$ cat config.mk
export PLATFORM = sky130hd
export DESIGN_NAME = touch_frame_to_pointer_flat
export DESIGN_NICKNAME = d
export VERILOG_FILES = /design/src/rtl/tfp_pkg.sv /design/src/rtl/tfp_if.sv /design/src/rtl/tfp_front.sv /design/src/rtl/tfp_queue.sv /design/src/rtl/tfp_back.sv /design/src/rtl/touch_frame_to_pointer.sv /design/src/flat_wrapper.sv
export SDC_FILE = /design/constraint.sdc
export NUM_CORES = 2
export LEC_CHECK = 0
export ABC_CLOCK_PERIOD_IN_PS = 8500
export BUFFER_PORTS_ARGS = -buffer_cell sky130_fd_sc_hd__buf_2
export CAP_MARGIN = 30
export CORE_MARGIN = 2
export CORE_UTILIZATION = 45
export CTS_CLUSTER_SIZE = 10
export DETAILED_ROUTE_END_ITERATION = 8
export PLACE_DENSITY = 0.57
export SYNTH_ARGS = -nofsm -noshare
export SYNTH_HDL_FRONTEND = slang
export SYNTH_SLANG_ARGS = --single-unit
$ cat constraint.sdc
create_clock -name clk -period 8.5 [get_ports clk]
set_input_delay 0.85 -clock clk [delete_from_list [all_inputs] [get_ports clk]]
set_output_delay 0.85 -clock clk [all_outputs]
set_load 0.01 [all_outputs]
$ cat src/rtl/tfp_pkg.sv
// shared types and constants for the touch frame to pointer block
// no dependencies; every other file imports this package
package tfp_pkg;

  localparam int unsigned MAX_POINTS = 15;
  localparam int unsigned BAD_LIMIT  = 10;
  localparam int unsigned FULL_SCALE = 32767;
  localparam int unsigned X_SPAN     = 800;
  localparam int unsigned Y_SPAN     = 480;

  localparam int unsigned OP_W    = 2;
  localparam int unsigned COORD_W = 16;
  localparam int unsigned SIZE_W  = 8;
  localparam int unsigned LEVEL_W = 8;
  localparam int unsigned NPTS_W  = 4;
  localparam int unsigned BAD_W   = 4;
  localparam int unsigned ABS_W   = 15;
  localparam int unsigned BTN_W   = 2;
  localparam int unsigned CFG_IDX_W  = 2;
  localparam int unsigned CFG_DATA_W = 8;

  // scaling: raw * FULL_SCALE / span = ((raw * FULL_SCALE) >> PRE_SHIFT) / (span >> PRE_SHIFT)
  localparam int unsigned PRE_SHIFT   = 5;
  localparam int unsigned X_DIV       = X_SPAN >> PRE_SHIFT;
  localparam int unsigned Y_DIV       = Y_SPAN >> PRE_SHIFT;
  localparam int unsigned RECIP_SHIFT = 24;
  localparam int unsigned X_RECIP     = (1 << RECIP_SHIFT) / X_DIV;
  localparam int unsigned Y_RECIP     = (1 << RECIP_SHIFT) / Y_DIV;
  localparam int unsigned RECIP_W     = 21;
  localparam int unsigned X_RAW_W     = $clog2(X_SPAN + 1);
  localparam int unsigned Y_RAW_W     = $clog2(Y_SPAN + 1);
  localparam int unsigned X_P_W       = X_RAW_W + ABS_W;
  localparam int unsigned Y_P_W       = Y_RAW_W + ABS_W;
  localparam int unsigned X_N_W       = X_P_W - PRE_SHIFT;
  localparam int unsigned Y_N_W       = Y_P_W - PRE_SHIFT;
  localparam int unsigned X_PR_W      = X_N_W + RECIP_W;
  localparam int unsigned Y_PR_W      = Y_N_W + RECIP_W;
  localparam int unsigned Q_W         = ABS_W + 1;

  // job queue between front and back
  localparam int unsigned QDEPTH = 4;
  localparam int unsigned QPTR_W = $clog2(QDEPTH);
  localparam int unsigned QCNT_W = $clog2(QDEPTH + 1);

  typedef enum logic [OP_W-1:0] {
    OP_IDLE  = 2'd0,
    OP_POINT = 2'd1,
    OP_PROBE = 2'd2
  } op_t;

  typedef enum logic [BTN_W-1:0] {
    BTN_MOVE  = 2'd0,
    BTN_LEFT  = 2'd1,
    BTN_RIGHT = 2'd2
  } button_t;

  localparam logic KIND_REPORT = 1'b0;
  localparam logic KIND_FAULT  = 1'b1;

  localparam logic [CFG_IDX_W-1:0] CFG_RIGHT_PRESS = 2'd0;
  localparam logic [CFG_IDX_W-1:0] CFG_LEFT_PRESS  = 2'd1;
  localparam logic [CFG_IDX_W-1:0] CFG_LEVEL_LIMIT = 2'd2;

  localparam logic [SIZE_W-1:0]  RST_RIGHT_PRESS = 8'd80;
  localparam logic [SIZE_W-1:0]  RST_LEFT_PRESS  = 8'd40;
  localparam logic [LEVEL_W-1:0] RST_LEVEL_LIMIT = 8'd10;

  typedef struct packed {
    logic [SIZE_W-1:0]  right_press;
    logic [SIZE_W-1:0]  left_press;
    logic [LEVEL_W-1:0] level_limit;
  } cfg_t;

  typedef struct packed {
    logic               fault;
    logic [COORD_W-1:0] x;
    logic [COORD_W-1:0] y;
    logic [SIZE_W-1:0]  size;
    logic [LEVEL_W-1:0] level;
  } job_t;

  typedef struct packed {
    logic push;
    job_t job;
  } q_wr_t;

  typedef struct packed {
    logic valid;
    job_t job;
  } q_rd_t;

endpackage

$ cat src/rtl/tfp_if.sv
// request channel interfaces: touch item input and pointer result output
// depends on tfp_pkg
interface tfp_in_if;
  import tfp_pkg::*;
  logic               valid;
  logic               ready;
  logic [OP_W-1:0]    op;
  logic               probe_ack;
  logic [COORD_W-1:0] point_x;
  logic [COORD_W-1:0] point_y;
  logic [SIZE_W-1:0]  point_size;
  logic [NPTS_W-1:0]  frame_points;
  logic               last_point;

  modport source (output valid, op, probe_ack, point_x, point_y, point_size, frame_points,
                  last_point, input ready);
  modport sink (input valid, op, probe_ack, point_x, point_y, point_size, frame_points,
                last_point, output ready);
endinterface

interface tfp_out_if;
  import tfp_pkg::*;
  logic               valid;
  logic               ready;
  logic               kind;
  logic [ABS_W-1:0]   abs_x;
  logic [ABS_W-1:0]   abs_y;
  logic [BTN_W-1:0]   button;
  logic [SIZE_W-1:0]  contact_size;
  logic [LEVEL_W-1:0] touch_level;

  modport source (output valid, kind, abs_x, abs_y, button, contact_size, touch_level,
                  input ready);
  modport sink (input valid, kind, abs_x, abs_y, button, contact_size, touch_level,
                output ready);
endinterface

$ cat src/rtl/tfp_front.sv
// front end: takes input requests, tracks panel state and frame best point,
// and pushes one job per finished frame; depends on tfp_pkg and tfp_if
module tfp_front (
  input  logic           clk,
  input  logic           rst_n,
  tfp_in_if.sink         in_ch,
  input  tfp_pkg::cfg_t  cfg,
  input  logic           q_full,
  output tfp_pkg::q_wr_t q_wr
);
  import tfp_pkg::*;

  logic               panel_ok_r, panel_ok_nxt;
  logic               frame_start_r, frame_start_nxt;
  logic [LEVEL_W-1:0] activity_r, activity_nxt;
  logic [SIZE_W-1:0]  best_size_r, best_size_nxt;
  logic [COORD_W-1:0] best_x_r, best_x_nxt;
  logic [COORD_W-1:0] best_y_r, best_y_nxt;
  logic [BAD_W-1:0]   bad_r, bad_nxt;

  logic               accept;
  logic               is_bad;
  logic               take;
  logic [SIZE_W-1:0]  cand_size;
  logic [COORD_W-1:0] cand_x;
  logic [COORD_W-1:0] cand_y;
  logic [BAD_W-1:0]   cand_bad;
  logic [LEVEL_W:0]   level_sum;
  logic [LEVEL_W-1:0] level_new;
  logic               fault;

  assign in_ch.ready = !q_full;
  assign accept      = in_ch.valid && in_ch.ready;

  always_comb begin
    is_bad    = (in_ch.point_x == '1) && (in_ch.point_y == '1) && (in_ch.point_size == '1);
    take      = frame_start_r || (in_ch.point_size > best_size_r);
    cand_size = take ? in_ch.point_size : best_size_r;
    cand_x    = take ? in_ch.point_x : best_x_r;
    cand_y    = take ? in_ch.point_y : best_y_r;
    cand_bad  = (is_bad && bad_r != '1) ? bad_r + BAD_W'(1) : bad_r;
    level_sum = {1'b0, activity_r} + (LEVEL_W+1)'(1);
    level_new = (level_sum > {1'b0, cfg.level_limit}) ? cfg.level_limit
                                                      : level_sum[LEVEL_W-1:0];
    fault     = (in_ch.frame_points == NPTS_W'(MAX_POINTS)) && (cand_bad > BAD_W'(BAD_LIMIT));

    panel_ok_nxt    = panel_ok_r;
    frame_start_nxt = frame_start_r;
    activity_nxt    = activity_r;
    best_size_nxt   = best_size_r;
    best_x_nxt      = best_x_r;
    best_y_nxt      = best_y_r;
    bad_nxt         = bad_r;
    q_wr.push       = 1'b0;
    q_wr.job.fault  = fault;
    q_wr.job.x      = cand_x;
    q_wr.job.y      = cand_y;
    q_wr.job.size   = cand_size;
    q_wr.job.level  = level_new;

    if (accept) begin
      unique case (in_ch.op)
        OP_PROBE: begin
          panel_ok_nxt    = in_ch.probe_ack;
          frame_start_nxt = 1'b1;
          best_size_nxt   = '0;
          best_x_nxt      = '0;
          best_y_nxt      = '0;
          bad_nxt         = '0;
        end
        OP_IDLE: begin
          if (panel_ok_r && activity_r != '0) begin
            activity_nxt = activity_r - LEVEL_W'(1);
          end
        end
        OP_POINT: begin
          if (panel_ok_r) begin
            if (in_ch.last_point) begin
              q_wr.push       = 1'b1;
              activity_nxt    = level_new;
              frame_start_nxt = 1'b1;
              best_size_nxt   = '0;
              best_x_nxt      = '0;
              best_y_nxt      = '0;
              bad_nxt         = '0;
              if (fault) begin
                panel_ok_nxt = 1'b0;
              end
            end else begin
              frame_start_nxt = 1'b0;
              best_size_nxt   = cand_size;
              best_x_nxt      = cand_x;
              best_y_nxt      = cand_y;
              bad_nxt         = cand_bad;
            end
          end
        end
        default: ;
      endcase
    end
  end

  always_ff @(posedge clk) begin
    if (!rst_n) begin
      panel_ok_r    <= 1'b0;
      frame_start_r <= 1'b1;
      activity_r    <= '0;
      best_size_r   <= '0;
      best_x_r      <= '0;
      best_y_r      <= '0;
      bad_r         <= '0;
    end else begin
      panel_ok_r    <= panel_ok_nxt;
      frame_start_r <= frame_start_nxt;
      activity_r    <= activity_nxt;
      best_size_r   <= best_size_nxt;
      best_x_r      <= best_x_nxt;
      best_y_r      <= best_y_nxt;
      bad_r         <= bad_nxt;
    end
  end

`ifndef SYNTH
  a_fault_drops_panel: assert property (@(posedge clk) disable iff (!rst_n)
    q_wr.push && q_wr.job.fault |=> !panel_ok_r)
    else $error("fault frame did not drop panel ok");

  a_level_within_limit: assert property (@(posedge clk) disable iff (!rst_n)
    q_wr.push |-> q_wr.job.level <= cfg.level_limit)
    else $error("touch level above limit");

  a_push_restarts_frame: assert property (@(posedge clk) disable iff (!rst_n)
    q_wr.push |=> frame_start_r && bad_r == '0 && best_size_r == '0)
    else $error("frame not cleared after report");

  a_no_push_when_full: assert property (@(posedge clk) disable iff (!rst_n)
    q_full |-> !q_wr.push)
    else $error("job pushed into full queue");
`endif

endmodule

$ cat src/rtl/tfp_queue.sv
// small job queue between front and back
// depends on tfp_pkg
module tfp_queue (
  input  logic           clk,
  input  logic           rst_n,
  input  tfp_pkg::q_wr_t wr,
  output logic           full,
  input  logic           pop,
  output tfp_pkg::q_rd_t rd
);
  import tfp_pkg::*;

  job_t              mem_r [QDEPTH];
  logic [QPTR_W-1:0] wr_ptr_r, wr_ptr_nxt;
  logic [QPTR_W-1:0] rd_ptr_r, rd_ptr_nxt;
  logic [QCNT_W-1:0] count_r, count_nxt;
  logic              do_push;
  logic              do_pop;

  assign full     = (count_r == QCNT_W'(QDEPTH));
  assign rd.valid = (count_r != '0);
  assign rd.job   = mem_r[rd_ptr_r];
  assign do_push  = wr.push && !full;
  assign do_pop   = pop && rd.valid;

  always_comb begin
    wr_ptr_nxt = wr_ptr_r;
    rd_ptr_nxt = rd_ptr_r;
    count_nxt  = count_r;
    if (do_push) begin
      wr_ptr_nxt = (wr_ptr_r == QPTR_W'(QDEPTH - 1)) ? '0 : wr_ptr_r + QPTR_W'(1);
    end
    if (do_pop) begin
      rd_ptr_nxt = (rd_ptr_r == QPTR_W'(QDEPTH - 1)) ? '0 : rd_ptr_r + QPTR_W'(1);
    end
    if (do_push && !do_pop) begin
      count_nxt = count_r + QCNT_W'(1);
    end else if (do_pop && !do_push) begin
      count_nxt = count_r - QCNT_W'(1);
    end
  end

  always_ff @(posedge clk) begin
    if (!rst_n) begin
      wr_ptr_r <= '0;
      rd_ptr_r <= '0;
      count_r  <= '0;
    end else begin
      wr_ptr_r <= wr_ptr_nxt;
      rd_ptr_r <= rd_ptr_nxt;
      count_r  <= count_nxt;
    end
  end

  always_ff @(posedge clk) begin
    if (do_push) begin
      mem_r[wr_ptr_r] <= wr.job;
    end
  end

endmodule

$ cat src/rtl/tfp_back.sv
// back end: scales the kept point, picks the button and drives the result register
// two pipeline stages plus output register; depends on tfp_pkg and tfp_if
module tfp_back (
  input  logic           clk,
  input  logic           rst_n,
  input  tfp_pkg::q_rd_t q_rd,
  output logic           pop,
  input  tfp_pkg::cfg_t  cfg,
  tfp_out_if.source      out_ch
);
  import tfp_pkg::*;

  logic adv;

  // stage 1: raw * full scale
  logic               s1_v_r;
  logic               s1_fault_r, s1_sat_x_r, s1_sat_y_r;
  logic [X_P_W-1:0]   s1_px_r;
  logic [Y_P_W-1:0]   s1_py_r;
  logic [SIZE_W-1:0]  s1_size_r;
  logic [LEVEL_W-1:0] s1_level_r;
  logic [BTN_W-1:0]   s1_btn_r;
  logic [BTN_W-1:0]   btn;

  // stage 2: reciprocal multiply
  logic               s2_v_r;
  logic               s2_fault_r, s2_sat_x_r, s2_sat_y_r;
  logic [X_N_W-1:0]   s2_nx_r;
  logic [Y_N_W-1:0]   s2_ny_r;
  logic [Q_W-1:0]     s2_qx_r;
  logic [Q_W-1:0]     s2_qy_r;
  logic [SIZE_W-1:0]  s2_size_r;
  logic [LEVEL_W-1:0] s2_level_r;
  logic [BTN_W-1:0]   s2_btn_r;
  logic [X_N_W-1:0]   nx;
  logic [Y_N_W-1:0]   ny;
  logic [X_PR_W-1:0]  prod_x;
  logic [Y_PR_W-1:0]  prod_y;

  // stage 3: remainder correction into the output register
  logic               out_v_r;
  logic               out_kind_r;
  logic [ABS_W-1:0]   out_x_r, out_y_r;
  logic [BTN_W-1:0]   out_btn_r;
  logic [SIZE_W-1:0]  out_size_r;
  logic [LEVEL_W-1:0] out_level_r;
  logic [X_N_W-1:0]   rem_x;
  logic [Y_N_W-1:0]   rem_y;
  logic [Q_W-1:0]     qx, qy;
  logic [ABS_W-1:0]   abs_x, abs_y;

  assign adv = !out_v_r || out_ch.ready;
  assign pop = adv;

  always_comb begin
    if (q_rd.job.fault) begin
      btn = BTN_MOVE;
    end else if (q_rd.job.size > cfg.right_press) begin
      btn = BTN_RIGHT;
    end else if (q_rd.job.size > cfg.left_press) begin
      btn = BTN_LEFT;
    end else begin
      btn = BTN_MOVE;
    end
  end

  assign nx     = s1_px_r[X_P_W-1:PRE_SHIFT];
  assign ny     = s1_py_r[Y_P_W-1:PRE_SHIFT];
  assign prod_x = X_PR_W'(nx) * X_PR_W'(X_RECIP);
  assign prod_y = Y_PR_W'(ny) * Y_PR_W'(Y_RECIP);

  // reciprocal estimate is low by at most one
  always_comb begin
    rem_x = s2_nx_r - X_N_W'(X_N_W'(s2_qx_r) * X_N_W'(X_DIV));
    rem_y = s2_ny_r - Y_N_W'(Y_N_W'(s2_qy_r) * Y_N_W'(Y_DIV));
    qx    = (rem_x >= X_N_W'(X_DIV)) ? s2_qx_r + Q_W'(1) : s2_qx_r;
    qy    = (rem_y >= Y_N_W'(Y_DIV)) ? s2_qy_r + Q_W'(1) : s2_qy_r;
    if (s2_fault_r) begin
      abs_x = '0;
      abs_y = '0;
    end else begin
      abs_x = s2_sat_x_r ? ABS_W'(FULL_SCALE) : qx[ABS_W-1:0];
      abs_y = s2_sat_y_r ? ABS_W'(FULL_SCALE) : qy[ABS_W-1:0];
    end
  end

  always_ff @(posedge clk) begin
    if (!rst_n) begin
      s1_v_r  <= 1'b0;
      s2_v_r  <= 1'b0;
      out_v_r <= 1'b0;
    end else if (adv) begin
      s1_v_r  <= q_rd.valid;
      s2_v_r  <= s1_v_r;
      out_v_r <= s2_v_r;
    end
  end

  always_ff @(posedge clk) begin
    if (adv) begin
      s1_fault_r <= q_rd.job.fault;
      s1_sat_x_r <= q_rd.job.x > COORD_W'(X_SPAN);
      s1_sat_y_r <= q_rd.job.y > COORD_W'(Y_SPAN);
      s1_px_r    <= X_P_W'(q_rd.job.x[X_RAW_W-1:0]) * X_P_W'(FULL_SCALE);
      s1_py_r    <= Y_P_W'(q_rd.job.y[Y_RAW_W-1:0]) * Y_P_W'(FULL_SCALE);
      s1_size_r  <= q_rd.job.size;
      s1_level_r <= q_rd.job.level;
      s1_btn_r   <= btn;

      s2_fault_r <= s1_fault_r;
      s2_sat_x_r <= s1_sat_x_r;
      s2_sat_y_r <= s1_sat_y_r;
      s2_nx_r    <= nx;
      s2_ny_r    <= ny;
      s2_qx_r    <= prod_x[RECIP_SHIFT +: Q_W];
      s2_qy_r    <= prod_y[RECIP_SHIFT +: Q_W];
      s2_size_r  <= s1_size_r;
      s2_level_r <= s1_level_r;
      s2_btn_r   <= s1_btn_r;

      out_kind_r  <= s2_fault_r ? KIND_FAULT : KIND_REPORT;
      out_x_r     <= abs_x;
      out_y_r     <= abs_y;
      out_btn_r   <= s2_btn_r;
      out_size_r  <= s2_size_r;
      out_level_r <= s2_level_r;
    end
  end

  assign out_ch.valid        = out_v_r;
  assign out_ch.kind         = out_kind_r;
  assign out_ch.abs_x        = out_x_r;
  assign out_ch.abs_y        = out_y_r;
  assign out_ch.button       = out_btn_r;
  assign out_ch.contact_size = out_size_r;
  assign out_ch.touch_level  = out_level_r;

endmodule

$ cat src/rtl/touch_frame_to_pointer.sv
// Touch frame to pointer: one input request per touch point, idle tick or panel
// probe, taken at one per cycle whenever the four-entry job queue has room. The
// front end updates the frame and panel state in the cycle a request is taken;
// the point marked last queues a job, and the back end turns it into a pointer
// or fault result through three register stages (two multiplier stages and a
// remainder correction into the output register). A stalled result stalls the
// back pipeline only; the front keeps taking requests until the queue fills.
// Configuration writes take effect in the cycle after the write.
// No clearing pass is needed after reset.
// Depends on tfp_pkg, tfp_if, tfp_front, tfp_queue and tfp_back.
module touch_frame_to_pointer (
  input  logic                             clk,
  input  logic                             rst_n,
  tfp_in_if.sink                           in_ch,
  tfp_out_if.source                        out_ch,
  input  logic                             cfg_we,
  input  logic [tfp_pkg::CFG_IDX_W-1:0]    cfg_index,
  input  logic [tfp_pkg::CFG_DATA_W-1:0]   cfg_data
);
  import tfp_pkg::*;

  cfg_t  cfg_r;
  q_wr_t q_wr;
  q_rd_t q_rd;
  logic  q_full;
  logic  q_pop;

  always_ff @(posedge clk) begin
    if (!rst_n) begin
      cfg_r.right_press <= RST_RIGHT_PRESS;
      cfg_r.left_press  <= RST_LEFT_PRESS;
      cfg_r.level_limit <= RST_LEVEL_LIMIT;
    end else if (cfg_we) begin
      unique case (cfg_index)
        CFG_RIGHT_PRESS: cfg_r.right_press <= cfg_data;
        CFG_LEFT_PRESS:  cfg_r.left_press  <= cfg_data;
        CFG_LEVEL_LIMIT: cfg_r.level_limit <= cfg_data;
        default: ;
      endcase
    end
  end

  tfp_front u_front (
    .clk    (clk),
    .rst_n  (rst_n),
    .in_ch  (in_ch),
    .cfg    (cfg_r),
    .q_full (q_full),
    .q_wr   (q_wr)
  );

  tfp_queue u_queue (
    .clk   (clk),
    .rst_n (rst_n),
    .wr    (q_wr),
    .full  (q_full),
    .pop   (q_pop),
    .rd    (q_rd)
  );

  tfp_back u_back (
    .clk    (clk),
    .rst_n  (rst_n),
    .q_rd   (q_rd),
    .pop    (q_pop),
    .cfg    (cfg_r),
    .out_ch (out_ch)
  );

endmodule
$ cat src/flat_wrapper.sv
// flat-port wrapper written by rule: the top's interface ports become plain ports
module touch_frame_to_pointer_flat import tfp_pkg::*;
  (clk, rst_n, cfg_we, cfg_index, cfg_data, in_ch_valid, in_ch_op, in_ch_probe_ack, in_ch_point_x, in_ch_point_y, in_ch_point_size, in_ch_frame_points, in_ch_last_point, in_ch_ready, out_ch_valid, out_ch_kind, out_ch_abs_x, out_ch_abs_y, out_ch_button, out_ch_contact_size, out_ch_touch_level, out_ch_ready);
  tfp_in_if in_ch_i ();
  tfp_out_if out_ch_i ();
  input  logic clk;
  input  logic rst_n;
  input  logic cfg_we;
  input  logic [tfp_pkg::CFG_IDX_W-1:0] cfg_index;
  input  logic [tfp_pkg::CFG_DATA_W-1:0] cfg_data;
  input wire logic [$bits(in_ch_i.valid)-1:0] in_ch_valid;
  input wire logic [$bits(in_ch_i.op)-1:0] in_ch_op;
  input wire logic [$bits(in_ch_i.probe_ack)-1:0] in_ch_probe_ack;
  input wire logic [$bits(in_ch_i.point_x)-1:0] in_ch_point_x;
  input wire logic [$bits(in_ch_i.point_y)-1:0] in_ch_point_y;
  input wire logic [$bits(in_ch_i.point_size)-1:0] in_ch_point_size;
  input wire logic [$bits(in_ch_i.frame_points)-1:0] in_ch_frame_points;
  input wire logic [$bits(in_ch_i.last_point)-1:0] in_ch_last_point;
  output wire logic [$bits(in_ch_i.ready)-1:0] in_ch_ready;
  output wire logic [$bits(out_ch_i.valid)-1:0] out_ch_valid;
  output wire logic [$bits(out_ch_i.kind)-1:0] out_ch_kind;
  output wire logic [$bits(out_ch_i.abs_x)-1:0] out_ch_abs_x;
  output wire logic [$bits(out_ch_i.abs_y)-1:0] out_ch_abs_y;
  output wire logic [$bits(out_ch_i.button)-1:0] out_ch_button;
  output wire logic [$bits(out_ch_i.contact_size)-1:0] out_ch_contact_size;
  output wire logic [$bits(out_ch_i.touch_level)-1:0] out_ch_touch_level;
  input wire logic [$bits(out_ch_i.ready)-1:0] out_ch_ready;
  assign in_ch_i.valid = in_ch_valid;
  assign in_ch_i.op = in_ch_op;
  assign in_ch_i.probe_ack = in_ch_probe_ack;
  assign in_ch_i.point_x = in_ch_point_x;
  assign in_ch_i.point_y = in_ch_point_y;
  assign in_ch_i.point_size = in_ch_point_size;
  assign in_ch_i.frame_points = in_ch_frame_points;
  assign in_ch_i.last_point = in_ch_last_point;
  assign in_ch_ready = in_ch_i.ready;
  assign out_ch_valid = out_ch_i.valid;
  assign out_ch_kind = out_ch_i.kind;
  assign out_ch_abs_x = out_ch_i.abs_x;
  assign out_ch_abs_y = out_ch_i.abs_y;
  assign out_ch_button = out_ch_i.button;
  assign out_ch_contact_size = out_ch_i.contact_size;
  assign out_ch_touch_level = out_ch_i.touch_level;
  assign out_ch_i.ready = out_ch_ready;
  touch_frame_to_pointer u_core (.clk(clk), .rst_n(rst_n), .in_ch(in_ch_i), .out_ch(out_ch_i), .cfg_we(cfg_we), .cfg_index(cfg_index), .cfg_data(cfg_data));
endmodule
==> reports/metrics.yaml <==
io_pins: 114
cts.hold.buffers_added: 0
worst_pin_slew_ns: 0.934
crit_path_max_incr_delay_ns: 0.69
yosys_warnings: 0
min_path_type: "reg2reg"
cts.repair.resized: 0
cts_inserted_buffers: 60
route.met2.wl_um: 37200
worst_r2r_endpoint: "u_core.u_back.s1_px_r[24]$_DFFE_PP_"
final_common_cell: "inv_1"
synth.top_cell.area_share_pct: 32.0
dieHeight_um: 292
filler_cell_count: 7375
core_sq_um: 82000
placement.io_buffers: 113
syn-instance-count: 3226
timing.setup.tns_ns: 0
cp_max_fo: 12
max_slew_margin_pct: 37.2
cp_slowest_cell: "fa_1"
final_cell_mix: "inv_1, ha_1, edfxtp_1, fa_1, nor2_1"
ys_dominant_reg_cell: "edfxtp_1"
grt_pass1_vias: 24800
drt_iter0_markers: 1091
setup_viol: 0
regToRegSetupSlack_ns: 1.82
post_cts.repair.setup_buffers: 0
min_period_over_period_pct: 78.6
cts_max_path_buffers: 3
crit_path_frequent_cell: "fa_1"
worstRegToRegCells: 20
tritoncts: "built"
worstHoldStart: "u_core.u_back.s2_level_r[7]$_DFFE_PP_"
routed-wl-met3_um: 2670
htree_levels: 2
gp_congestion: 0.874
synth_top_cell_by_area: "edfxtp_1"
synth_cell_types: 89
netlist_top_cells_area: "edfxtp_1, ha_1, fa_1"
total_routing_resource_utilization_after_global_routing_pct: 18.5
clkSinkCount: 487
floorplan.initialDensity_pct: 45.4
post-route-drc-count: 0
via_count: 23100
cap_viol_max_count: 0
later_pin_clock_latency_in_the_skew_report_ns: 0.64
drt-wirelength-per-cell_um: 17.2
clock_pin_slew_worst_setup_and_hold_paths_ns: 0.06
cp_data_required_time_ns: 8.88
crit_chain: "mux4_2, fa_1, inv_1, fa_1, inv_1, fa_1, fa_1, inv_1, fa_1, inv_1, ha_1, a21o_1, a21oi_1, o211ai_1, o31a_1, o211ai_1, nand4b_1, a21o_1, a21oi_1, xnor2_1"
final_nets: 4229
setup.worst_path.start_class: "flop"
maxClockFrequency_mhz: 150
route.final.wire_length_um: 76800
drt-met1-wl_um: 35600
area_growth_syn_to_layout_pct: 9.83
cell_at_the_root_of_the_clock_tree: "clkbuf_16"
num_antenna_cells: 0
register_area_sq_um: 13700
clock_skew_ns: 0.0310
worstSetupEndpointType: "flop"
grt_max_degree: 145
finalCriticalPeriod_ns: 6.68
synth_area_sq_um: 37200
hold_depth: 0
setup_repair_after_global_routing_missed_its_margin: "no"
dpl.hpwl_um: 59900
slew_violations: 0
first_pass_grt_wire_length_um: 128000
std_cell_rows: 105
final-hold-violation-count: 0
timing.setup.critical_path_class: "reg2reg"
fp.dieArea_sq_um: 85000
cp_data_arrival_time_ns: 7.07
drt.antenna.violating_nets: 0
total_area_of_multi_input_combinational_cells_sq_um: 20700
die_x_extent_um: 292
grt-ovfl-total: 0
async_reset_ff_share_pct: 0
hold_path_end: "u_core.u_back.out_ch.touch_level[7]$_DFFE_PP_"
synth.ff_latch_count: 487
vias_per_instance: 5.18
top_layer_used_by_detailed_routing: "met4"
drt_pass1_iterations: 5
final_layout_size_suffix_gt1_share_pct: 9.54
post_syn_area_per_cell_sq_um: 11.5
outcome: "finished, final reports clean"
grt_antenna_before_repair: 1
synth_nets: 4101
synth_sequential_area_ratio_pct: 36.9
post_synth_edffs: 397
==> sequential cells by signal, indices dropped and copies added (netlist names), 4 cells and up, named ones only <==
name                               flops
u_core.u_back.s2_qy_r                 16
u_core.u_back.s1_py_r                 19
u_core.u_back.s2_level_r               8
u_core.u_front.activity_r              8
u_core.u_back.out_ch.abs_y            15
u_core.u_back.out_ch.abs_x            15
u_core.u_back.s1_level_r               8
u_core.u_back.s1_px_r                 20
u_core.u_front.bad_r                   4
u_core.u_front.best_y_r               16
u_core.u_back.s2_nx_r                 20
u_core.u_back.s2_size_r                8
u_core.u_back.s1_size_r                8
u_core.u_back.s2_qx_r                 16
u_core.u_front.best_size_r             8
u_core.u_back.out_ch.contact_size      8
u_core.u_back.s2_ny_r                 19
u_core.u_front.best_x_r               16
u_core.cfg_r                          24
u_core.u_queue.mem_r                 196
u_core.u_back.out_ch.touch_level       8
==> worst max-delay path by stage <==
stage | startpoint | to | slack [ns] | cells after the start
3_3_place_gp | flop | u_core.u_back.s1_px_r[24]$_DFFE_PP_ | 1.82 | 20
3_5_place_dp | flop | u_core.u_back.s1_px_r[24]$_DFFE_PP_ | 1.72 | 20
2_1_floorplan | flop | u_core.u_back.s1_px_r[24]$_DFFE_PP_ | 0.96 | 23
4_1_cts | flop | u_core.u_back.s1_px_r[24]$_DFFE_PP_ | 1.74 | 20
5_1_grt | flop | u_core.u_back.s1_px_r[24]$_DFFE_PP_ | 1.41 | 20
6_report | flop | u_core.u_back.s1_px_r[24]$_DFFE_PP_ | 1.82 | 20
==> layer usage <==
metal	GRT usage (%)	vias to the layer above
met4	4.11	0
met3	2.25	84
met5	0	-
met2	32.0	351
li1	-	11300
met1	24.9	11400
==> Yosys cell counts, types with 7 or more instances <==
cell,count
buf_2,8
a31oi_1,15
edfxtp_1,397
ha_1,502
and2_1,19
o2111ai_1,7
a311oi_1,8
xnor2_1,70
nor3b_1,8
fa_1,310
nand3_1,40
xor2_1,38
nand4_1,36
o21ai_1,14
mux2_2,47
nor2b_1,14
nor3_1,41
a211oi_1,19
mux2i_1,30
dfxtp_1,90
nand2_1,95
and3_1,14
mux4_2,36
inv_1,673
nor2_1,167
o211ai_1,11
or3_1,17
o21a_1,29
a21oi_1,124
o31ai_1,9
a22oi_1,44
a21o_1,34
clkbuf_1,49
nor4_1,22
nand2b_1,14
o21ai_0,62
==> worst max-delay path: cells and delay by family (launching register included) <==
kind,cells,cell delay [ns]
adders and majority gates,6,3.16
DFF,1,0.55
muxes,1,0.64
AOI/OAI and AO/OA,7,1.42
buffers and inverters,4,0.39
xor gates and xnor gates,1,0.08
and+or+nand+nor,1,0.15
==> kinds of logic (layout without fill, tap and decap cells) <==
kind of cell             after synthesis  after routing  synth area share (%)
adder cells (fa/ha/maj)              812            812                  33.6
AO/OA/AOI/OAI                        447            447                  8.07
buffers and inverters                738            910                  7.52
flip-flops                           487            487                  36.9
AND/OR/NAND/NOR                      518            518                  6.88
multiplexers                         116            116                  4.53
XOR/XNOR                             108            108                  2.54
==> stage by stage <==
stage | hold slack [ns] | util, % | cell area, sq um | setup WS, ns | std cells
floorplan | 0.400 | - | 37200 | 0.961 | 3226
global route | 0.418 | 49.8 | 40900 | 1.41 | 4468
CTS | 0.417 | 49.8 | 40800 | 1.74 | 4467
detailed placement | 0.405 | 47.6 | 39000 | 1.72 | 4361
finish | 0.412 | 49.8 | 40900 | 1.82 | 4468
global placement | 0.402 | 47.5 | 39000 | 1.82 | 4360
==> layout make-up <==
cell class                      count  area share (%)
Sequential cell                   487            33.6
Inverter                          675            6.22
Clock inverter                     18           0.545
Timing Repair Buffer              129            1.72
Tap cell                         1070            3.28
Multi-Input combinational cell   2001            50.7
Clock buffer                       88            3.98
Power is not shown: default switching activity piles up to over one toggle a cycle in this logic, so the estimate is an artifact.
